$ cat src/rtl/core/cesu8dv_pkg.sv
//------------------------------------------------------------------------------
// cesu8dv_pkg
// shared types, constants and the byte classifier of the cesu-8 stream decoder
//------------------------------------------------------------------------------
`default_nettype none

package cesu8dv_pkg;

	localparam int IN_DATA_W  = 8;
	localparam int CP_W       = 21;
	localparam int CNT_OUT_W  = 16;
	localparam int OUT_DATA_W = 40;
	localparam int PART_W     = 14;
	localparam int SEEN_W     = 3;
	localparam int QUEUE_W    = 2;

	localparam logic [CP_W-1:0] PAIR_BASE = 21'h10000;
	localparam logic [5:0]      ED_LOW    = 6'h0d;

	typedef enum logic [3:0] {
		CLS_ASCII,
		CLS_LEAD2,
		CLS_E0,
		CLS_LEAD3,
		CLS_ED,
		CLS_CONT_LO,
		CLS_CONT_MID,
		CLS_CONT_HI,
		CLS_BAD
	} byte_class_t;

	typedef enum logic [2:0] {
		KIND_NONE,
		KIND_TWO,
		KIND_E0,
		KIND_THREE,
		KIND_ED,
		KIND_PAIR
	} seq_kind_t;

	typedef struct packed {
		logic [IN_DATA_W-1:0] data;
		logic                 last;
		byte_class_t          cls;
	} q_entry_t;

	typedef struct packed {
		logic     valid;
		q_entry_t entry;
	} q_head_t;

	function automatic byte_class_t classify(input logic [IN_DATA_W-1:0] b);
		byte_class_t c;
		if (b <= 8'h7f) begin
			c = CLS_ASCII;
		end else if (b <= 8'h9f) begin
			c = CLS_CONT_LO;
		end else if (b <= 8'haf) begin
			c = CLS_CONT_MID;
		end else if (b <= 8'hbf) begin
			c = CLS_CONT_HI;
		end else if (b >= 8'hc2 && b <= 8'hdf) begin
			c = CLS_LEAD2;
		end else if (b == 8'he0) begin
			c = CLS_E0;
		end else if (b == 8'hed) begin
			c = CLS_ED;
		end else if ((b >= 8'he1 && b <= 8'hec) || b == 8'hee || b == 8'hef) begin
			c = CLS_LEAD3;
		end else begin
			c = CLS_BAD;
		end
		return c;
	endfunction

endpackage

`default_nettype wire

$ cat src/rtl/core/cesu8dv_front.sv
//------------------------------------------------------------------------------
// cesu8dv_front
// accepts input bytes, classifies them and holds them in a two-entry queue
//------------------------------------------------------------------------------
`default_nettype none

module cesu8dv_front import cesu8dv_pkg::*; (
	input  wire logic                 clk,
	input  wire logic                 arst_n,
	input  wire logic                 s_tvalid,
	output logic                      s_tready,
	input  wire logic [IN_DATA_W-1:0] s_tdata,  // data_byte
	input  wire logic                 s_tlast,  // last_byte
	input  wire logic                 pop,
	output q_head_t                   head
);

	q_entry_t           fifo_q [2];
	logic               wr_ptr_q;
	logic               rd_ptr_q;
	logic [QUEUE_W-1:0] count_q;
	logic               push;
	logic               do_pop;

	assign s_tready = (count_q != QUEUE_W'(2));
	assign push     = s_tvalid & s_tready;
	assign do_pop   = pop & head.valid;

	assign head.valid = (count_q != '0);
	assign head.entry = fifo_q[rd_ptr_q];

	always_ff @(posedge clk) begin
		if (push) begin
			fifo_q[wr_ptr_q] <= '{data: s_tdata, last: s_tlast, cls: classify(s_tdata)};
		end
	end

	always_ff @(posedge clk or negedge arst_n) begin
		if (!arst_n) begin
			wr_ptr_q <= 1'b0;
			rd_ptr_q <= 1'b0;
			count_q  <= '0;
		end else begin
			if (push) begin
				wr_ptr_q <= ~wr_ptr_q;
			end
			if (do_pop) begin
				rd_ptr_q <= ~rd_ptr_q;
			end
			case ({push, do_pop})
				2'b10:   count_q <= count_q + QUEUE_W'(1);
				2'b01:   count_q <= count_q - QUEUE_W'(1);
				default: count_q <= count_q;
			endcase
		end
	end

endmodule

`default_nettype wire

$ cat src/rtl/core/cesu8dv_back.sv
//------------------------------------------------------------------------------
// cesu8dv_back
// runs the cesu-8 sequence state per byte and registers one result per byte
//------------------------------------------------------------------------------
`default_nettype none

module cesu8dv_back import cesu8dv_pkg::*; #(
	parameter int COUNT_BITS = 16
) (
	input  wire logic                  clk,
	input  wire logic                  arst_n,
	input  q_head_t                    head,
	output logic                       pop,
	output logic                       m_tvalid,
	input  wire logic                  m_tready,
	output logic [OUT_DATA_W-1:0]      m_tdata,  // code_point, string_ok, char_count, zero pad
	output logic                       m_tlast,  // string_done
	output logic                       m_tuser   // point_valid
);

	localparam logic [COUNT_BITS-1:0] CNT_MAX = '1;

	seq_kind_t             kind_q, kind_d;
	logic [SEEN_W-1:0]     seen_q, seen_d;
	logic [PART_W-1:0]     part_q, part_d;
	logic                  err_q, err_d;
	logic [COUNT_BITS-1:0] cnt_q, cnt_d;

	logic                  out_valid_q;
	logic [CP_W-1:0]       cp_q;
	logic                  ok_q;
	logic [CNT_OUT_W-1:0]  cnt_out_q;
	logic                  last_q;
	logic                  pv_q;

	logic                  emit;
	logic                  bad;
	logic [CP_W-1:0]       cp;
	logic                  ok;
	logic                  is_cont;
	logic [5:0]            cbits;
	logic [IN_DATA_W-1:0]  b;
	byte_class_t           cls;
	logic [31:0]           cnt_wide;

	assign b       = head.entry.data;
	assign cls     = head.entry.cls;
	assign cbits   = b[5:0];
	assign is_cont = (cls == CLS_CONT_LO) || (cls == CLS_CONT_MID) || (cls == CLS_CONT_HI);
	assign pop     = head.valid & (~out_valid_q | m_tready);

	always_comb begin
		kind_d = kind_q;
		seen_d = seen_q;
		part_d = part_q;
		err_d  = err_q;
		emit   = 1'b0;
		bad    = 1'b0;
		cp     = '0;
		if (!err_q) begin
			unique case (kind_q)
				KIND_NONE: begin
					unique case (cls)
						CLS_ASCII: begin
							emit = 1'b1;
							cp   = CP_W'(b);
						end
						CLS_LEAD2: begin
							kind_d = KIND_TWO;
							part_d = PART_W'(b[4:0]);
							seen_d = SEEN_W'(1);
						end
						CLS_E0: begin
							kind_d = KIND_E0;
							part_d = '0;
							seen_d = SEEN_W'(1);
						end
						CLS_LEAD3: begin
							kind_d = KIND_THREE;
							part_d = PART_W'(b[3:0]);
							seen_d = SEEN_W'(1);
						end
						CLS_ED: begin
							kind_d = KIND_ED;
							part_d = PART_W'(ED_LOW);
							seen_d = SEEN_W'(1);
						end
						default: bad = 1'b1;
					endcase
				end
				KIND_TWO: begin
					if (seen_q == SEEN_W'(1) && is_cont) begin
						emit = 1'b1;
						cp   = CP_W'({part_q[4:0], cbits});
						kind_d = KIND_NONE;
						seen_d = '0;
						part_d = '0;
					end else begin
						bad = 1'b1;
					end
				end
				KIND_E0: begin
					if (seen_q == SEEN_W'(1) && (cls == CLS_CONT_MID || cls == CLS_CONT_HI)) begin
						kind_d = KIND_THREE;
						part_d = PART_W'(cbits);
						seen_d = SEEN_W'(2);
					end else begin
						bad = 1'b1;
					end
				end
				KIND_THREE: begin
					if (is_cont && seen_q == SEEN_W'(1)) begin
						part_d = PART_W'({part_q[3:0], cbits});
						seen_d = SEEN_W'(2);
					end else if (is_cont && seen_q == SEEN_W'(2)) begin
						emit   = 1'b1;
						cp     = CP_W'({part_q[9:0], cbits});
						kind_d = KIND_NONE;
						seen_d = '0;
						part_d = '0;
					end else begin
						bad = 1'b1;
					end
				end
				KIND_ED: begin
					if (seen_q == SEEN_W'(1) && cls == CLS_CONT_LO) begin
						kind_d = KIND_THREE;
						part_d = PART_W'({ED_LOW[3:0], cbits});
						seen_d = SEEN_W'(2);
					end else if (seen_q == SEEN_W'(1) && cls == CLS_CONT_MID) begin
						kind_d = KIND_PAIR;
						part_d = PART_W'(b[3:0]);
						seen_d = SEEN_W'(2);
					end else begin
						bad = 1'b1;
					end
				end
				KIND_PAIR: begin
					if (seen_q == SEEN_W'(2) && is_cont) begin
						part_d = PART_W'({part_q[3:0], cbits});
						seen_d = SEEN_W'(3);
					end else if (seen_q == SEEN_W'(3) && cls == CLS_ED) begin
						seen_d = SEEN_W'(4);
					end else if (seen_q == SEEN_W'(4) && cls == CLS_CONT_HI) begin
						part_d = PART_W'({part_q[9:0], b[3:0]});
						seen_d = SEEN_W'(5);
					end else if (seen_q == SEEN_W'(5) && is_cont) begin
						emit   = 1'b1;
						cp     = PAIR_BASE + CP_W'({part_q, cbits});
						kind_d = KIND_NONE;
						seen_d = '0;
						part_d = '0;
					end else begin
						bad = 1'b1;
					end
				end
				default: bad = 1'b1;
			endcase
		end
		if (bad) begin
			err_d  = 1'b1;
			kind_d = KIND_NONE;
			seen_d = '0;
			part_d = '0;
		end
		cnt_d = (emit && cnt_q != CNT_MAX) ? cnt_q + COUNT_BITS'(1) : cnt_q;
		ok    = head.entry.last & ~err_d & (kind_d == KIND_NONE);
	end

	assign cnt_wide = 32'(cnt_d);

	always_ff @(posedge clk or negedge arst_n) begin
		if (!arst_n) begin
			kind_q      <= KIND_NONE;
			seen_q      <= '0;
			part_q      <= '0;
			err_q       <= 1'b0;
			cnt_q       <= '0;
			out_valid_q <= 1'b0;
		end else begin
			if (pop) begin
				if (head.entry.last) begin
					kind_q <= KIND_NONE;
					seen_q <= '0;
					part_q <= '0;
					err_q  <= 1'b0;
					cnt_q  <= '0;
				end else begin
					kind_q <= kind_d;
					seen_q <= seen_d;
					part_q <= part_d;
					err_q  <= err_d;
					cnt_q  <= cnt_d;
				end
				out_valid_q <= 1'b1;
			end else if (m_tready) begin
				out_valid_q <= 1'b0;
			end
		end
	end

	always_ff @(posedge clk) begin
		if (pop) begin
			pv_q      <= emit;
			cp_q      <= cp;
			ok_q      <= ok;
			cnt_out_q <= cnt_wide[CNT_OUT_W-1:0];
			last_q    <= head.entry.last;
		end
	end

	assign m_tvalid = out_valid_q;
	assign m_tdata  = {2'b00, cnt_out_q, ok_q, cp_q};
	assign m_tlast  = last_q;
	assign m_tuser  = pv_q;

endmodule

`default_nettype wire

$ cat src/rtl/core/cesu8_stream_decode_validate.sv
//------------------------------------------------------------------------------
// cesu8_stream_decode_validate
// cesu-8 byte stream decoder with per-string validity and character count
//------------------------------------------------------------------------------
// path: a byte taken is written into the two-entry queue, then registered into the
// output register when the back part pops it and updates the sequence state
// throughput: one byte per cycle while the receiver keeps m_tready high;
// a two-entry queue between front and back lets each side stall on its own
// reset: arst_n clears queue, sequence state, error flag, count and output valid
//------------------------------------------------------------------------------
`default_nettype none

module cesu8_stream_decode_validate import cesu8dv_pkg::*; #(
	parameter int COUNT_BITS = 16
) (
	input  wire logic                  clk,
	input  wire logic                  arst_n,
	input  wire logic                  s_tvalid,
	output logic                       s_tready,
	input  wire logic [IN_DATA_W-1:0]  s_tdata,  // data_byte
	input  wire logic                  s_tlast,  // last_byte
	output logic                       m_tvalid,
	input  wire logic                  m_tready,
	output logic [OUT_DATA_W-1:0]      m_tdata,  // code_point, string_ok, char_count, zero pad
	output logic                       m_tlast,  // string_done
	output logic                       m_tuser   // point_valid
);

	q_head_t head;
	logic    pop;

	cesu8dv_front u_front (
		.clk      (clk),
		.arst_n   (arst_n),
		.s_tvalid (s_tvalid),
		.s_tready (s_tready),
		.s_tdata  (s_tdata),
		.s_tlast  (s_tlast),
		.pop      (pop),
		.head     (head)
	);

	cesu8dv_back #(
		.COUNT_BITS (COUNT_BITS)
	) u_back (
		.clk      (clk),
		.arst_n   (arst_n),
		.head     (head),
		.pop      (pop),
		.m_tvalid (m_tvalid),
		.m_tready (m_tready),
		.m_tdata  (m_tdata),
		.m_tlast  (m_tlast),
		.m_tuser  (m_tuser)
	);

endmodule

`default_nettype wire

$ cat config.mk
export PLATFORM = sky130hd
export DESIGN_NAME = cesu8_stream_decode_validate
export DESIGN_NICKNAME = d
export VERILOG_FILES = /design/src/rtl/core/cesu8dv_pkg.sv /design/src/rtl/core/cesu8dv_front.sv /design/src/rtl/core/cesu8dv_back.sv /design/src/rtl/core/cesu8_stream_decode_validate.sv
export SDC_FILE = /design/constraint.sdc
export NUM_CORES = 1
export LEC_CHECK = 0
export BUFFER_PORTS_ARGS = -buffer_cell sky130_fd_sc_hd__buf_2
export CORE_ASPECT_RATIO = 1.4
export CORE_MARGIN = 4
export CORE_UTILIZATION = 59
export CTS_CLUSTER_DIAMETER = 150
export DETAILED_ROUTE_END_ITERATION = 10
export HOLD_SLACK_MARGIN = 0.12
export PLACE_DENSITY = 0.89
export RECOVER_POWER = 50
export SYNTH_ARGS = -nofsm -noshare
export SYNTH_HDL_FRONTEND = slang
export SYNTH_SLANG_ARGS = --single-unit
$ cat constraint.sdc
create_clock -name clk -period 3.1 [get_ports clk]
set_input_delay 0 -clock clk [delete_from_list [all_inputs] [get_ports clk]]
set_output_delay 0 -clock clk [all_outputs]
set_load 0.02 [all_outputs]
==> results.txt <==
- Result of the run: complete, but fails checks
- The final reports fail on capacitance limit, slew limit.
- In the synthesized netlist the dominant register cell turns out to be sky130_fd_sc_hd__edfxtp_1.
- Data arrival at the endpoint of the critical path: 3.21 ns
- Minimum period implied by the final worst setup slack: 2.974 ns
- HPWL after detailed placement: 9.176 mm
* Post-DR wirelength/cell: 18.24 um
* Share of the yosys chip area belonging to registers: 53.58%
- For this design the ratio of total power to cell area is 858.8 mW/mm^2.
- The via count of the first global-routing pass is 4376.
- Measured along the y axis, the die boundary spans 123.9 um.
- Worst-skew pair later-pin latency: 0.36 ns
* Largest net degree at the start of global routing: 43
- Internal power of the cells: 3.328 mW
- In the final design database the tool counted 607 nets.
- Detailed router's first-iteration violation count: 419
- Worst slack, placed: 0.1994 ns
- The synthesized design contains 108 register bits.
- Measured against its own limit, the worst slew margin works out to -57.55%.
* Worst Max-Slew Pin Slew: 2.363 ns
- Yosys warning count: 0
- The number of antenna violations at the first check in global routing came to 0.
* Cell taking the most area after synthesis: sky130_fd_sc_hd__edfxtp_1
- Number of buffers on the longest clock path: 2
- Number of inserted diodes: 0
* DRC viols: 0
* Ys async rst share: 38.89%
- H-tree lvl count: 3
- Count of placed standard cells in the final layout, fillers left out: 706
- Leakage power: 2.447 nW
- In this run, CTS created clock tree buffers numbering 9.
- Critical path capture point type: register
* Unique cell type count in the Yosys netlist: 70
- The final max-slew violation count was 43.
- In the routed layout, each cell is associated on average with a via count of 6.320.
* Startpoint class of the critical path: register
- Post-synthesis cell area: 0.005660 mm^2
- Summing over every cut layer, the via total after detailed routing is 4462.
* Biggest area contributors in the synthesized netlist: sky130_fd_sc_hd__edfxtp_1, sky130_fd_sc_hd__dfrtp_1, sky130_fd_sc_hd__nor2_1
- Number of enable-type register cells in the synthesized netlist: 66
* Fraction of power consumed by sequential logic: 40.7%
* Detailed-route wire length: 12.88 mm
- The initial utilization of the core area, before any placement, comes to 60.18%.
- Combinational logic is responsible for 39.7% of the overall power.
- In this run the worst path has a maximum fanout of 19.
* Maximum VDD drop: 0.3953 mV
- Iteration count of the initial detailed-routing pass: 5
- DP Cell Count: 678
- The average instance in the mapped netlist occupies 10.95 um^2.
- The total area inside the core boundary comes to 0.009407 mm^2.
- Compared with the post-synthesis result, the final layout area differs by 13.70%.
- Final RePlAce weighted congestion: 0.9463
* Number of max-cap violations: 1
- Antenna viol nets, final: 0
- The tightest min-delay check is of the input pin to register type.
- The share of total power dissipated in the clock network is 19.6%.
* Hold Vio Cnt, Final: 0
- In this run the horizontal extent of the chip is 90.78 um.
- Measured on the finished design, the core utilization comes to 68.42%.
- Setup repair after global routing left no endpoint under its margin.
- The die covers 0.01125 mm^2.
* Final-layout worst hold slack: 0.3870 ns
* Global route total overflow: 0
- The cell count after synthesis came out at 517.
* Final TNS setup: 0 ns
- Share of the synthesized area in the top cell type: 35.01%
- Clock tree from TritonCTS: done
* Highest attainable clock frequency: 336.3 MHz
* First-pass GRT wire length: 21.27 mm
* Fin crit share: 95.93%
- Required time of the critical path: 3.33 ns
- Fraction of layout cells with a size suffix above 1: 11.91%
- Clock skew after layout: 0.01178 ns
* Setup WS post-layout: 0.1261 ns
- Setup violators final: 0
- After clock tree synthesis, the clock-pin slew on the worst setup and hold paths is 0.07 ns.
- For this run, the total global-route usage over all layers was measured as 24.08%.
- Total I/O pin count: 57
- The floorplan has 42 rows.
* Count of clock tree sinks: 108
- Critical setup path kind: register to register
- Net switching is 39.78% of the power.
- Port bufs: 54
- Net Switching: 2.199 mW
- After clock tree synthesis, the setup repair step added 0 buffers.
* Clock tree root driver cell: sky130_fd_sc_hd__clkbuf_16
## cells in the final DEF (no fill, tap or decap), types with 6 or more instances in the layout
cell	Yosys	routed
sky130_fd_sc_hd__xor2_1	7	7
sky130_fd_sc_hd__nor2_1	51	51
sky130_fd_sc_hd__and3_1	8	8
sky130_fd_sc_hd__a21oi_1	18	18
sky130_fd_sc_hd__edfxtp_1	66	66
sky130_fd_sc_hd__dfrtp_1	42	42
sky130_fd_sc_hd__mux2i_1	14	14
sky130_fd_sc_hd__clkbuf_16	0	9
sky130_fd_sc_hd__dlygate4sd3_1	0	12
sky130_fd_sc_hd__or3_1	8	8
sky130_fd_sc_hd__o31ai_1	6	6
sky130_fd_sc_hd__and2_1	7	6
sky130_fd_sc_hd__nand2b_1	12	12
sky130_fd_sc_hd__inv_1	13	13
sky130_fd_sc_hd__nand3_1	23	23
sky130_fd_sc_hd__xnor2_1	19	19
sky130_fd_sc_hd__nand2_1	40	40
sky130_fd_sc_hd__mux2_2	17	17
sky130_fd_sc_hd__a31oi_1	10	10
sky130_fd_sc_hd__clkbuf_1	13	55
sky130_fd_sc_hd__o21ai_0	27	27
sky130_fd_sc_hd__nor3_1	14	14
sky130_fd_sc_hd__buf_4	5	21
## path summary, 6_finish.rpt
| path | end | slack, ns | from | cells after the start |
|---|---|---|---|---|
| setup / recovery | u_back.part_q[8] | 0.13 | u_back.kind_q[2] | 8 |
| hold / removal | u_front.fifo_q[0][4] | 0.39 | s_tlast | 2 |
| setup reg to reg | u_back.part_q[8] | 0.13 | u_back.kind_q[2] | 8 |
| hold reg to reg | u_back.m_tvalid | 0.50 | u_back.m_tvalid | 2 |
| max in group asynchronous | u_back.cnt_q[15] | 0.85 | arst_n | 2 |
| min in group asynchronous | u_front.wr_ptr_q | 0.90 | arst_n | 2 |
## power by group through the flow
| stage | combinational [mW] | clock [mW] | sequential, mW |
|---|---|---|---|
| after floorplan | 1.36 | 0 | 2.42 |
| after detailed placement | 2.21 | 0 | 2.26 |
| after global routing | 2.37 | 1.15 | 2.30 |
| after global placement | 2.17 | 0 | 2.24 |
| after CTS | 2.24 | 1.09 | 2.24 |
| final | 2.20 | 1.08 | 2.25 |
## registers in the layout, indices dropped and copies added (netlist names)
| signal | flops |
|---|---|
| u_front.fifo_q | 26 |
| u_back.cp_q | 21 |
| u_back.cnt_out_q | 16 |
| u_back.cnt_q | 16 |
| u_back.part_q | 14 |
| u_back.kind_q | 3 |
| u_back.seen_q | 3 |
| u_front.count_q | 2 |
| u_back.err_q | 1 |
| u_back.m_tlast | 1 |
| u_back.m_tuser | 1 |
| u_back.m_tvalid | 1 |
| u_back.ok_q | 1 |
| u_front.rd_ptr_q | 1 |
| u_front.wr_ptr_q | 1 |
## repair_timing
action / in CTS / in global routing
hold buffers: 12 / 0
endpoints found under the hold margin: 70 / 0
gates resized for setup: 0 / 0
## per-stage QoR
stage	power (mW)	cell area [um^2]
floorplan	3.782	5664
detailed placement	4.476	6108
CTS	5.570	6505
global placement	4.410	6108
global route	5.819	6436
finish	5.527	6436
## worst max-delay path: stages (launching register included)
cell and delay (ns):
sky130_fd_sc_hd__dfrtp_1 0.63, sky130_fd_sc_hd__nand2b_1 0.44, sky130_fd_sc_hd__a21oi_1 0.31, sky130_fd_sc_hd__o21ai_0 0.17
sky130_fd_sc_hd__a221oi_2 0.39, sky130_fd_sc_hd__a31oi_1 0.17, sky130_fd_sc_hd__o2bb2ai_2 0.16, sky130_fd_sc_hd__buf_4 0.23
sky130_fd_sc_hd__mux2_2 0.36
## final cells by class
cell class,count,area (um^2)
Fill cell,741,2970
Tap cell,110,137.6
Inverter,13,48.80
Timing Repair Buffer,89,506.7
Clock buffer,12,246.5
Clock inverter,4,30.03
Sequential cell,108,3033
Multi-Input combinational cell,370,2434
## cell families after synthesis
| group | count (synthesis) | synth area share (%) |
|---|---|---|
| AND/OR/NAND/NOR | 204 | 19.23 |
| buffers and inverters | 40 | 3.492 |
| other | 1 | 0.06625 |
| adder cells (fa/ha/maj) | 3 | 0.6632 |
| XOR/XNOR | 26 | 4.023 |
| flip-flops | 108 | 53.58 |
| AO/OA/AOI/OAI | 104 | 13.09 |
| multiplexers | 31 | 5.858 |
## Yosys cell counts, types with 5 or more instances
cell type	instances
sky130_fd_sc_hd__edfxtp_1	66
sky130_fd_sc_hd__nor2_1	51
sky130_fd_sc_hd__dfrtp_1	42
sky130_fd_sc_hd__nand2_1	40
sky130_fd_sc_hd__o21ai_0	27
sky130_fd_sc_hd__nand3_1	23
sky130_fd_sc_hd__xnor2_1	19
sky130_fd_sc_hd__a21oi_1	18
sky130_fd_sc_hd__mux2_2	17
sky130_fd_sc_hd__mux2i_1	14
sky130_fd_sc_hd__nor3_1	14
sky130_fd_sc_hd__clkbuf_1	13
sky130_fd_sc_hd__inv_1	13
sky130_fd_sc_hd__nand2b_1	12
sky130_fd_sc_hd__a31oi_1	10
sky130_fd_sc_hd__and3_1	8
sky130_fd_sc_hd__or3_1	8
sky130_fd_sc_hd__and2_1	7
sky130_fd_sc_hd__xor2_1	7
sky130_fd_sc_hd__o31ai_1	6
sky130_fd_sc_hd__buf_4	5
sky130_fd_sc_hd__nand3b_1	5
sky130_fd_sc_hd__nor3b_1	5
sky130_fd_sc_hd__nor4_1	5
## per-layer routing
metal	GRT usage [%]	wire [um]
met3	2.538	763
met2	43.90	6638
met1	26.91	4909
met5	0	0
met4	15.75	566
Note: power is estimated with default switching activity, not from simulation.
